`config.mk`:
```
export PLATFORM = sky130hd
export DESIGN_NAME = tdd_ram
export DESIGN_NICKNAME = d
export VERILOG_FILES = /design/src/tdd_ram.sv
export SDC_FILE = /design/constraint.sdc
export NUM_CORES = 1
export LEC_CHECK = 0
export BUFFER_PORTS_ARGS = -buffer_cell sky130_fd_sc_hd__buf_2
export CORE_AREA = 5 5 99 101
export DETAILED_ROUTE_END_ITERATION = 7
export DIE_AREA = 0 0 104 106
export MAX_ROUTING_LAYER = met4
export PLACE_DENSITY = 0.85
export SYNTH_ARGS = -nofsm -noshare
export SYNTH_HDL_FRONTEND = slang
export SYNTH_SLANG_ARGS = --single-unit
```
`constraint.sdc`:
```
create_clock -name clk -period 2.65 [get_ports clk]
set_input_delay 0.53 -clock clk [delete_from_list [all_inputs] [get_ports clk]]
set_output_delay 0.53 -clock clk [all_outputs]
set_load 0.05 [all_outputs]
```
`src/tdd_ram.sv`:
```
// Generic single-write, single-read RAM with registered read data.
// No dependencies.
`default_nettype none
module tdd_ram #(
	parameter int WIDTH = 8,
	parameter int DEPTH = 16
) (
	input  wire logic                     clk,
	input  wire logic                     we,
	input  wire logic [$clog2(DEPTH)-1:0] waddr,
	input  wire logic [WIDTH-1:0]         wdata,
	input  wire logic [$clog2(DEPTH)-1:0] raddr,
	output logic      [WIDTH-1:0]         rdata
);
	logic [WIDTH-1:0] mem_q [DEPTH];

	always_ff @(posedge clk) begin
		if (we) begin
			mem_q[waddr] <= wdata;
		end
		rdata <= mem_q[raddr];
	end
endmodule
`default_nettype wire

```
## Yosys cells after proc, flatten, opt, wreduce, memory -nomap -nowiden

Memories as Yosys holds them, arrays and structs flattened. A register that Yosys moved wholly into a read port is not among the register bits.
Index checks and enable logic that the tools add are counted.

| operators by class | value |
|---|---|
| mux-type cells | 2 |

Operators by type and width:

| cell | count |
|---|---|
| 1-bit two-way mux | 2 |

| word-level totals | value |
|---|---|
| output and inout port bits | 8 |
| input port bits | 18 |
| bits in writable memories | 128 |
| word-level logic and storage cells | 3 |
| memories | 1 |
| register bits | 0 |

Memory list:

| memory | depth | width | rd ports | clocked after Yosys merged registers in | wr ports | RTL line | RTL |
|---|---|---|---|---|---|---|---|
| mem_q | 16 | 8 | 1 | 1 | 1 | 15 | `logic [WIDTH-1:0] mem_q [DEPTH];` |

## Logic depth before layout (Yosys ltp)

| logic depth | value |
|---|---|
| depth in word-level cells | 2 |
| depth in mapped cells | 5 |
| depth with buffers taken out | 3 |

## Least setup slack after synthesis

Ideal clock, no wire load.

| path | value |
|---|---|
| path type | input-to-reg |
| start | input waddr[2] |
| end | memory mem_q[0][0], enable pin |
| slack | 0.627 ns |
| required time | 2.267 ns |
| arrival time | 1.640 ns |
| buffers on the path | 0 |
| stages on the path | 2 |
| setup time | 0.383 ns |
| cell sequence | or3b_2 nor3_1 |

RTL lines:

| item | RTL line | RTL |
|---|---|---|
| start, declared | 10 | `input wire logic [$clog2(DEPTH)-1:0] waddr,` |
| end, declared | 15 |  |

No word-level cell before the write port.

## Final worst setup path

| path | value |
|---|---|
| start | register rdata[6], read port of mem_q |
| end | output rdata[6] |

RTL lines:

| item | RTL line | RTL |
|---|---|---|
| start, declared | 13 | `output logic [WIDTH-1:0] rdata` |

No word-level cell between the ends.

==> metrics <==
CP delay by family, top flip-flops; DIE WIDTH 104 um; final setup violation count 0; CP required 2.12 ns; drt first pass iters 4; Post-Syn Area 5150 sq um; dpl hpwl 6.03 mm; clock tree buffer depth 2; FF+latch count, synth 136; clk_lat worst skew 0.52 ns; die area 11000 sq um; Max stage delay cell, worst path dfxtp_1; GRT Util Overall 20.5%; CP endpoint kind output port; worst vdd ir 0.494 mV; vias in the first global route 2630; top post-synthesis cells by area edfxtp_1, mux4_2, mux4_1; vias after detailed routing 2452; hold buffer count at cts 0; Netlist cell types 19; Clock Skew 0.00705 ns; arrival time worst endpoint 1.15 ns; cell with the most instances after synthesis edfxtp_1; Rows 35; ant diodes 0; EDFF count, synth 128; Min-Delay Path Class in -> reg; number of H-tree levels 4; Final Hold Viols 0; post-synth top area cell edfxtp_1; Pins Over Slew Limit 0; initial core utilization 57.6%; CTS tree built; Pwr Density 855 nW/um^2; Post-CTS Resized 0; Synth warnings 0; Bufs and invs on worst path 1; Area growth syn-to-layout 19.3%; top_reg_cell synth edfxtp_1; final worst path period share 63.4%; post-CTS setup buffer count 0; post-synthesis net count 247; GRT Residual Overflow 0; max incr delay on CP 0.35 ns; relative slew slack 51.4%; critical path fanouts, max 1; Startpoint Class flop; fmax 595 MHz; Fillers 564; post-route minimum period 1.68 ns; measured slew at the worst slew-check pin 0.727 ns; root buffer cell clkbuf_8; fraction of registers with async set/reset 0%; DRC Markers 0; Static Leak 2.11 nW; Clock Sinks 136; Max Cap Violations 0; die height 106 um; unrepaired setup endpoints after global routing no; Synth top area share 74.7%; IO Port Bufs 25; Avg Synthesized Cell Area 22.5 sq um; sequential cell area fraction in the yosys report 77.8%; CTS buffer count 17; clock transition at the registers of the reported paths 0.06 ns; core area 8930 sq um; cell count after synthesis 229; GPL Wtd Cong 0.777; initial antenna violation count 0; largest net degree at the start of global routing 33; Post-synth top cells edfxtp_1, mux4_2, a22oi_1, mux4_1, nor2_1; critical path class reg -> out; WL final 10.2 mm; status finished clean; total power 5.25 mW; layout cells sized above 1 31.5%; Starting DRT DRC Count 194; first-pass GRT wire length 15.8 mm; CP cell instances buf_2; Post-Route Setup TNS 0 ns; Routed Antenna Nets 0; I/O Pins 26; Core Util, Final 68.7%; Vias/cell 6.04; Final #Nets 300; drt wl/cell 25.1 um
-- per-stage QoR --
| step | hold slack (ns) | setup WS [ns] | instance area (sq um) | instances |
|---|---|---|---|---|
| after floorplan | 0.629 | 0.627 | 5150 | 229 |
| after global placement | 0.652 | 0.528 | 5490 | 374 |
| after detailed placement | 0.669 | 0.487 | 5490 | 374 |
| after CTS | 0.368 | 0.947 | 6140 | 406 |
| after global routing | 0.379 | 0.926 | 6140 | 406 |
| final | 0.392 | 0.971 | 6140 | 406 |
-- final timing paths --
check	start	end	slack, ns	cells past startpoint
worst max-delay path	rdata[6]$_DFF_P_	rdata[6]	0.97	1
worst min-delay path	wdata[5]	mem_q[0][5]$_DFFE_PP_	0.39	1
worst max register to register	mem_q[9][1]$_DFFE_PP_	rdata[1]$_DFF_P_	1.25	3
worst min register to register	mem_q[9][2]$_DFFE_PP_	rdata[2]$_DFF_P_	0.69	3
-- placed cells by master (no fill, tap or decap), types with 4 or more instances in the layout --
master / n
nor2_1: 13
dfxtp_1: 8
buf_4: 17
clkbuf_16: 16
mux4_1: 14
a22oi_1: 16
nand2_1: 9
mux4_2: 18
bufinv_16: 6
nor3_1: 4
buf_2: 25
edfxtp_1: 128
-- cell families after synthesis --
group	count (synthesis)	synth area share, %
buffers and inverters	10	1.68
flip-flops	136	77.8
AND/OR/NAND/NOR	35	3.18
multiplexers	32	15.0
AO/OA/AOI/OAI	16	2.33
-- power by group --
part	leakage, nW	internal [mW]	switching [mW]
combinational	0.580	0.0971	0.171
clock	0.308	1.71	0.846
sequential	1.22	2.41	0.0161
-- metal layers --
metal / global-route usage (%) / part of all wire, %
met1: 25.9 / 39
met2: 32.4 / 52
met3: 6.44 / 8.1
met4: 6.38 / 0.97
met5: - / 0
-- registers in the layout, indices dropped and copies added (netlist names) --
signal and count:
mem_q 128, rdata 8
-- final cells by class --
class                   instances  area [sq um]  area share (%)
clock buffers                  19           422            6.87
well taps                     111           139            2.26
multi-input cells              83          1060            17.2
repair buffers                 44           293            4.77
clock inverters                13           226            3.69
flip-flops and latches        136          4000            65.2
Power figures use the tool's default switching activity.
