`src/tdd_pkg.sv`:
```
// Package for the timed digest denylist block: sizes, item types, FSM states.
// No dependencies; every other file of the block but tdd_ram imports it.
`default_nettype none
package tdd_pkg;

	localparam int TABLE_DEPTH  = 64;
	localparam int DIGEST_BYTES = 32;
	localparam int DG_WORDS     = 4;
	localparam int SLOT_W       = $clog2(TABLE_DEPTH);
	localparam int CNT_W        = $clog2(TABLE_DEPTH + 1);
	localparam int TIME_W       = 48;
	localparam int EXP_W        = 32;
	localparam int THR_W        = 7;
	localparam int DG_W         = 64;

	localparam logic ACT_ADD   = 1'b0;
	localparam logic ACT_CHECK = 1'b1;

	typedef struct packed {
		logic              action;
		logic [DG_W-1:0]   digest_word0;
		logic [DG_W-1:0]   digest_word1;
		logic [DG_W-1:0]   digest_word2;
		logic [DG_W-1:0]   digest_word3;
		logic              digest_present;
		logic [TIME_W-1:0] now_time;
		logic [EXP_W-1:0]  expires_after;
		logic              backend_up;
	} item_t;

	typedef struct packed {
		logic             healthy;
		logic             object_denied;
		logic             threshold_reached;
		logic [THR_W-1:0] entry_count;
		logic             add_refused;
	} result_t;

	// Control from the sequencer to the order list.
	typedef struct packed {
		logic              push;
		logic              rotate;
		logic              keep;
		logic [SLOT_W-1:0] slot;
		logic [CNT_W-1:0]  len;
	} order_ctl_t;

	typedef enum logic [2:0] {
		ST_IDLE,
		ST_SCAN,
		ST_WRITE,
		ST_RD,
		ST_EV,
		ST_DONE
	} state_t;

	// Significant bits of digest word w.
	function automatic logic [DG_W-1:0] word_mask(input int w);
		int nb;
		int lo;
		nb = DIGEST_BYTES;
		lo = w * 8;
		if (nb >= lo + 8) begin
			return '1;
		end else if (nb <= lo) begin
			return '0;
		end
		return (DG_W'(1) << ((nb - lo) * 8)) - DG_W'(1);
	endfunction

endpackage
`default_nettype wire

```
`src/tdd_order.sv`:
```
// Newest-first slot order list: push at the head, or rotate the head to the
// tail of the live part (keep) or out of the list (drop). Depends on tdd_pkg.
`default_nettype none
module tdd_order import tdd_pkg::*; (
	input  wire logic              clk,
	input  wire logic              arst_n,
	input  wire order_ctl_t        ctl,
	output logic      [SLOT_W-1:0] head
);
	logic [SLOT_W-1:0] order_q [TABLE_DEPTH];
	logic [SLOT_W-1:0] order_d [TABLE_DEPTH];

	assign head = order_q[0];

	always_comb begin
		for (int k = 0; k < TABLE_DEPTH; k++) begin
			order_d[k] = order_q[k];
			if (ctl.push) begin
				order_d[k] = (k == 0) ? ctl.slot : order_q[(k == 0) ? 0 : k - 1];
			end else if (ctl.rotate) begin
				if (ctl.keep && CNT_W'(k + 1) == ctl.len) begin
					order_d[k] = order_q[0];
				end else if (k < TABLE_DEPTH - 1) begin
					order_d[k] = order_q[(k < TABLE_DEPTH - 1) ? k + 1 : k];
				end
			end
		end
	end

	always_ff @(posedge clk or negedge arst_n) begin
		if (!arst_n) begin
			for (int k = 0; k < TABLE_DEPTH; k++) begin
				order_q[k] <= '0;
			end
		end else begin
			for (int k = 0; k < TABLE_DEPTH; k++) begin
				order_q[k] <= order_d[k];
			end
		end
	end
endmodule
`default_nettype wire

```
`config.mk`:
```
export PLATFORM = sky130hd
export DESIGN_NAME = tdd_order
export DESIGN_NICKNAME = d
export VERILOG_FILES = /design/src/tdd_pkg.sv /design/src/tdd_order.sv
export SDC_FILE = /design/constraint.sdc
export NUM_CORES = 1
export LEC_CHECK = 0
export CAP_MARGIN = 20
export CELL_PAD_IN_SITES_DETAIL_PLACEMENT = 2
export CELL_PAD_IN_SITES_GLOBAL_PLACEMENT = 2
export CORE_MARGIN = 5
export CORE_UTILIZATION = 38
export DETAILED_ROUTE_END_ITERATION = 7
export DONT_BUFFER_PORTS = 1
export PLACE_DENSITY_LB_ADDON = 0.2
export SLEW_MARGIN = 25
export SYNTH_ARGS = -nofsm -noshare
export SYNTH_HDL_FRONTEND = slang
export SYNTH_SLANG_ARGS = --single-unit
```
`constraint.sdc`:
```
create_clock -name clk -period 1 [get_ports clk]
set_input_delay 0.2 -clock clk [delete_from_list [all_inputs] [get_ports clk]]
set_output_delay 0.2 -clock clk [all_outputs]
set_load 0.02 [all_outputs]
```
Word-level counts from Yosys, hierarchy flattened
Index checks and enable logic that the tools add are counted.
{"block": "totals", "reg_bits": 384, "in_bits": 18, "wordCells": 389}
{"block": "classes", "eq_ne": 65, "muxes": 192, "reduce_logical": 68}
{"cell": "2-to-1 mux 6 bit", "count": 192}
{"cell": "equality test 6 x 7 -> 1 bit (first input constant)", "count": 32}
{"cell": "equality test 5 x 7 -> 1 bit (first input constant)", "count": 16}
{"cell": "logical AND 1 bit", "count": 64}
{"cell": "equality test 4 x 7 -> 1 bit (first input constant)", "count": 8}
{"cell": "equality test 3 x 7 -> 1 bit (first input constant)", "count": 4}
{"cell": "equality test 2 x 7 -> 1 bit (first input constant)", "count": 2}
{"cell": "equality test 1 x 7 -> 1 bit (first input constant)", "count": 1}
{"cell": "equality test 7 bit (first input constant)", "count": 1}
{"cell": "AND reduction 2 bit", "count": 2}
{"cell": "nonzero test 2 bit", "count": 2}
{"cell": "inequality test 2 bit (second input constant)", "count": 1}

Depth between registers and ports, before layout
{"block": "depth", "depth_word": 5, "ltp_mapped": 7}

Least setup slack after synthesis
OpenSTA, ideal clock, no wires.
{"block": "synth_timing", "path_type": "input-to-reg", "from": "in ctl[4] (netlist name)", "to": "reg order_q[313] (netlist name)", "setup_ns": 0.138, "t_arrival_ns": 1.483, "required_ns": 0.862, "setup_slack_ns": -0.621, "cell_stages": 7, "cell_sequence": "buf_2 -> or4b_1 -> buf_2 -> buf_6 -> buf_6 -> o211ai_2 -> o211ai_1"}
{"block": "synth_between", "elab_chain_cells": 5}
{"item": "start, declared", "line_no": "tdd_order.sv:7", "text": "input wire order_ctl_t ctl,"}
{"item": "equality test 4 x 7 -> 1 bit", "line_no": "tdd_order.sv:21", "text": "if (ctl.keep && CNT_W'(k + 1) == ctl.len) begin"}
{"item": "logical AND 1 bit", "line_no": "tdd_order.sv:21"}
{"item": "2-to-1 mux 6 bit", "line_no": "tdd_order.sv:21"}
{"item": "2-to-1 mux 6 bit", "line_no": "tdd_order.sv:20", "text": "end else if (ctl.rotate) begin"}
{"item": "2-to-1 mux 6 bit", "line_no": "tdd_order.sv:18", "text": "if (ctl.push) begin"}
{"item": "end signal, assigned by index", "line_no": "tdd_order.sv:37", "text": "order_q[k] <= order_d[k];"}
{"item": "end, declared", "line_no": "tdd_order.sv:10", "text": "logic [SLOT_W-1:0] order_q [TABLE_DEPTH];"}
Every way passes these cells. The select of a mux whose other input is x is not followed.
A chain may end at the register's enable or synchronous reset.

Worst setup path after layout
{"block": "layout_timing", "from": "in ctl[15] (netlist name)", "to": "reg order_q[263] (netlist name)"}
{"block": "layout_between", "elab_chain_cells": 1, "elab_cells_between_ends": 2, "classes_between": "1 x mux; 1 x reduce/logical"}
{"item": "2-to-1 mux 6 bit / nonzero test 2 bit (equally long branches)"}
Parallel ways exist; a longest one is shown, timed or not.

==> flow_summary.ini <==
[worst_setup_path]
worst-endpoint-required_ps = 1510
crit_type = input pin to register
r2r_cells = 7
cp.arrival_ps = 2940
r2r-start = head[3]
r2r_slack_ps = -620
worstPathMaxFanout = 697
timing.rr.end = order_q[45]
start_kind = input pin
cp-end-kind = register

[floorplan]
die-area_um2 = 63500
core_area_um2 = 57800
die_y_um = 252
ios = 24
start_util_pct = 38.5
die_w_um = 252
rows = 88

[detailed_routing]
drt-initial-drc-count = 2555
antenna_left = 0
wirelength_um = 118000
wire_per_inst_um = 37.8
viasPerCell = 7.30
drc_errors = 0
vias = 22800
drt_first_pass_iters = 6

[logic_synthesis]
synth_common_cells = o211ai_1 (673), dfrtp_1 (384), a21oi_1 (310), nor3b_1 (310), clkbuf_1 (237)
ys_top_cells_by_area = dfrtp_1 (43%), o211ai_1 (23%), nor3b_1 (10%)
syn_nets = 2311
synth.distinct_cells = 39
ys_async_sr_fraction_pct = 100
synth_top_area_cell = dfrtp_1
synth_edf_count = 0
ys_ff_latch = 384
synth_most_common_cell = o211ai_1
postSynthAreaPerCell_um2 = 9.70
synthFlopType = dfrtp_1
yosys_warnings = 0
syn_inst = 2293
synth_top_area_share_pct = 43.2
synth.cell_area_um2 = 22200
ys_seq_area_share_pct = 43.2

[place]
dp.cells = 2939
dpl_cell_area_um2 = 24400
io_buffers = 0
hpwl_um = 56500
routabilityCongestion = 0.811

[global_routing]
grt_pass1_vias = 24400
overflow = 0
antenna_found_initial = 3
grt_pass1_wl_um = 170000
grt_max_degree = 698
track_usage_pct = 34.8

[final_layout]
finalInstanceArea_um2 = 28200
drive_above_1_share_pct = 21.9
area_delta_synth_final_pct = 26.9
fin_util_pct = 48.9
nets = 2340
fin_cells = 3127

[cts]
clock_tree.buffer_depth = 3
htreeDepth = 2
cts.clk_slew.worst_paths_ps = 60
cts-root-buf = clkbuf_16
clk_latency_ps = 640
hold_buffers = 6
cts_tree = yes
cts_made_buffers = 48
clock_sinks = 384

[flow_run]
maxCapViolCount = 0

[sta]
tightest_slew_ps = 2830
rsz0062_at_grt = true
max-slew-margin-rel_pct = -88.4
fin_hold_ws_ps = -704
fin_crit_sh_pct = 243
finClkSkew_ps = 34.1
layout_setup_ws_ps = -1430
maxSlewViolCount = 515
final_hold_viol_count = 432
fin_crit_ps = 2430
fmax_mhz = 411
setup_violations = 390

[pwr]
ir_drop_v = 0.00112
p_total_mw = 45.3
leakage_nw = 10.4
p_per_area_nw_per_um2 = 1600

[outcome]
violations = negative hold slack, max-slew violations, negative setup slack
outcome = complete, but fails checks

[hold_path]
hold_class = input pin to asynchronous set/reset pin
per-stage QoR:
step                setup TNS [ps]  setup slack (ps)
floorplan                  -151320              -601
global placement           -138310              -553
detailed placement         -151830              -660
CTS                        -111760              -634
global route               -148470              -654
finish                     -369110             -1430
worst max-delay path by stage:
stage	start	to	slack [ps]	cells after the start
finish	ctl[15]	order_q[263]	-1430	4
floorplan	ctl[5]	order_q[329]	-600	7
detailed placement	ctl[5]	order_q[294]	-660	4
CTS	head[3]	head[3]	-630	3
global route	head[3]	head[3]	-650	3
global placement	ctl[5]	order_q[362]	-550	4
flip-flops by register name, indices dropped and copies added (netlist names):
register / cells
order_q: 378
head: 6
layout by cell type (no fill, tap or decap), types with 21 or more instances in the layout:
| master | Yosys | final |
|---|---|---|
| buf_6 | 8 | 40 |
| nand2_1 | 76 | 46 |
| buf_16 | 0 | 21 |
| a21oi_1 | 310 | 305 |
| o211ai_1 | 673 | 673 |
| a22oi_1 | 62 | 61 |
| dfrtp_1 | 384 | 381 |
| buf_12 | 0 | 92 |
| o211ai_2 | 60 | 60 |
| nor3b_1 | 310 | 310 |
| buf_4 | 6 | 113 |
| clkbuf_16 | 0 | 55 |
what timing repair did:
action,4_1_cts,5_1_grt
hold endpoints to repair,764,540
gates resized for setup,130,126
setup buffers,50,42
pin swaps,134,202
setup endpoints to repair,382,390
cloned,41,6
layer usage:
layer / vias to the layer above / track usage, % / wire, µm
met5: - / 0 / 20
met4: 4 / 17.9 / 7880
met3: 439 / 5.84 / 9330
met2: 1220 / 56.6 / 54900
met1: 12000 / 44.8 / 46000
li1: 9180 / - / -
power breakdown:
| part | internal [mW] | total, mW | switching, mW |
|---|---|---|---|
| sequential | 17.1 | 19.0 | 1.90 |
| clock | 11.1 | 19.2 | 8.06 |
| combinational | 3.40 | 7.09 | 3.69 |
cell families after synthesis:
logic type / Yosys count / share of synthesized area [%]
flops: 384 / 43.2
compound gates: 1136 / 36.3
simple gates: 451 / 14.4
buf+inv: 322 / 6.04
worst max-delay path, cell delays in order:
cell      delay (ps)
nor2_4           880
buf_12           260
a22oi_1          150
o211ai_1         270
final cells by class:
cell class              count  area, µm²
multi-input cells        1590      11900
inverters                   8       30.0
clock inverters            10        111
fillers                  5702      29600
diodes                      2       5.00
clock buffers              78       1560
flip-flops and latches    384       9610
well taps                 765        957
repair buffers            290       4100
No activity file was read; power rests on OpenSTA's default activity.
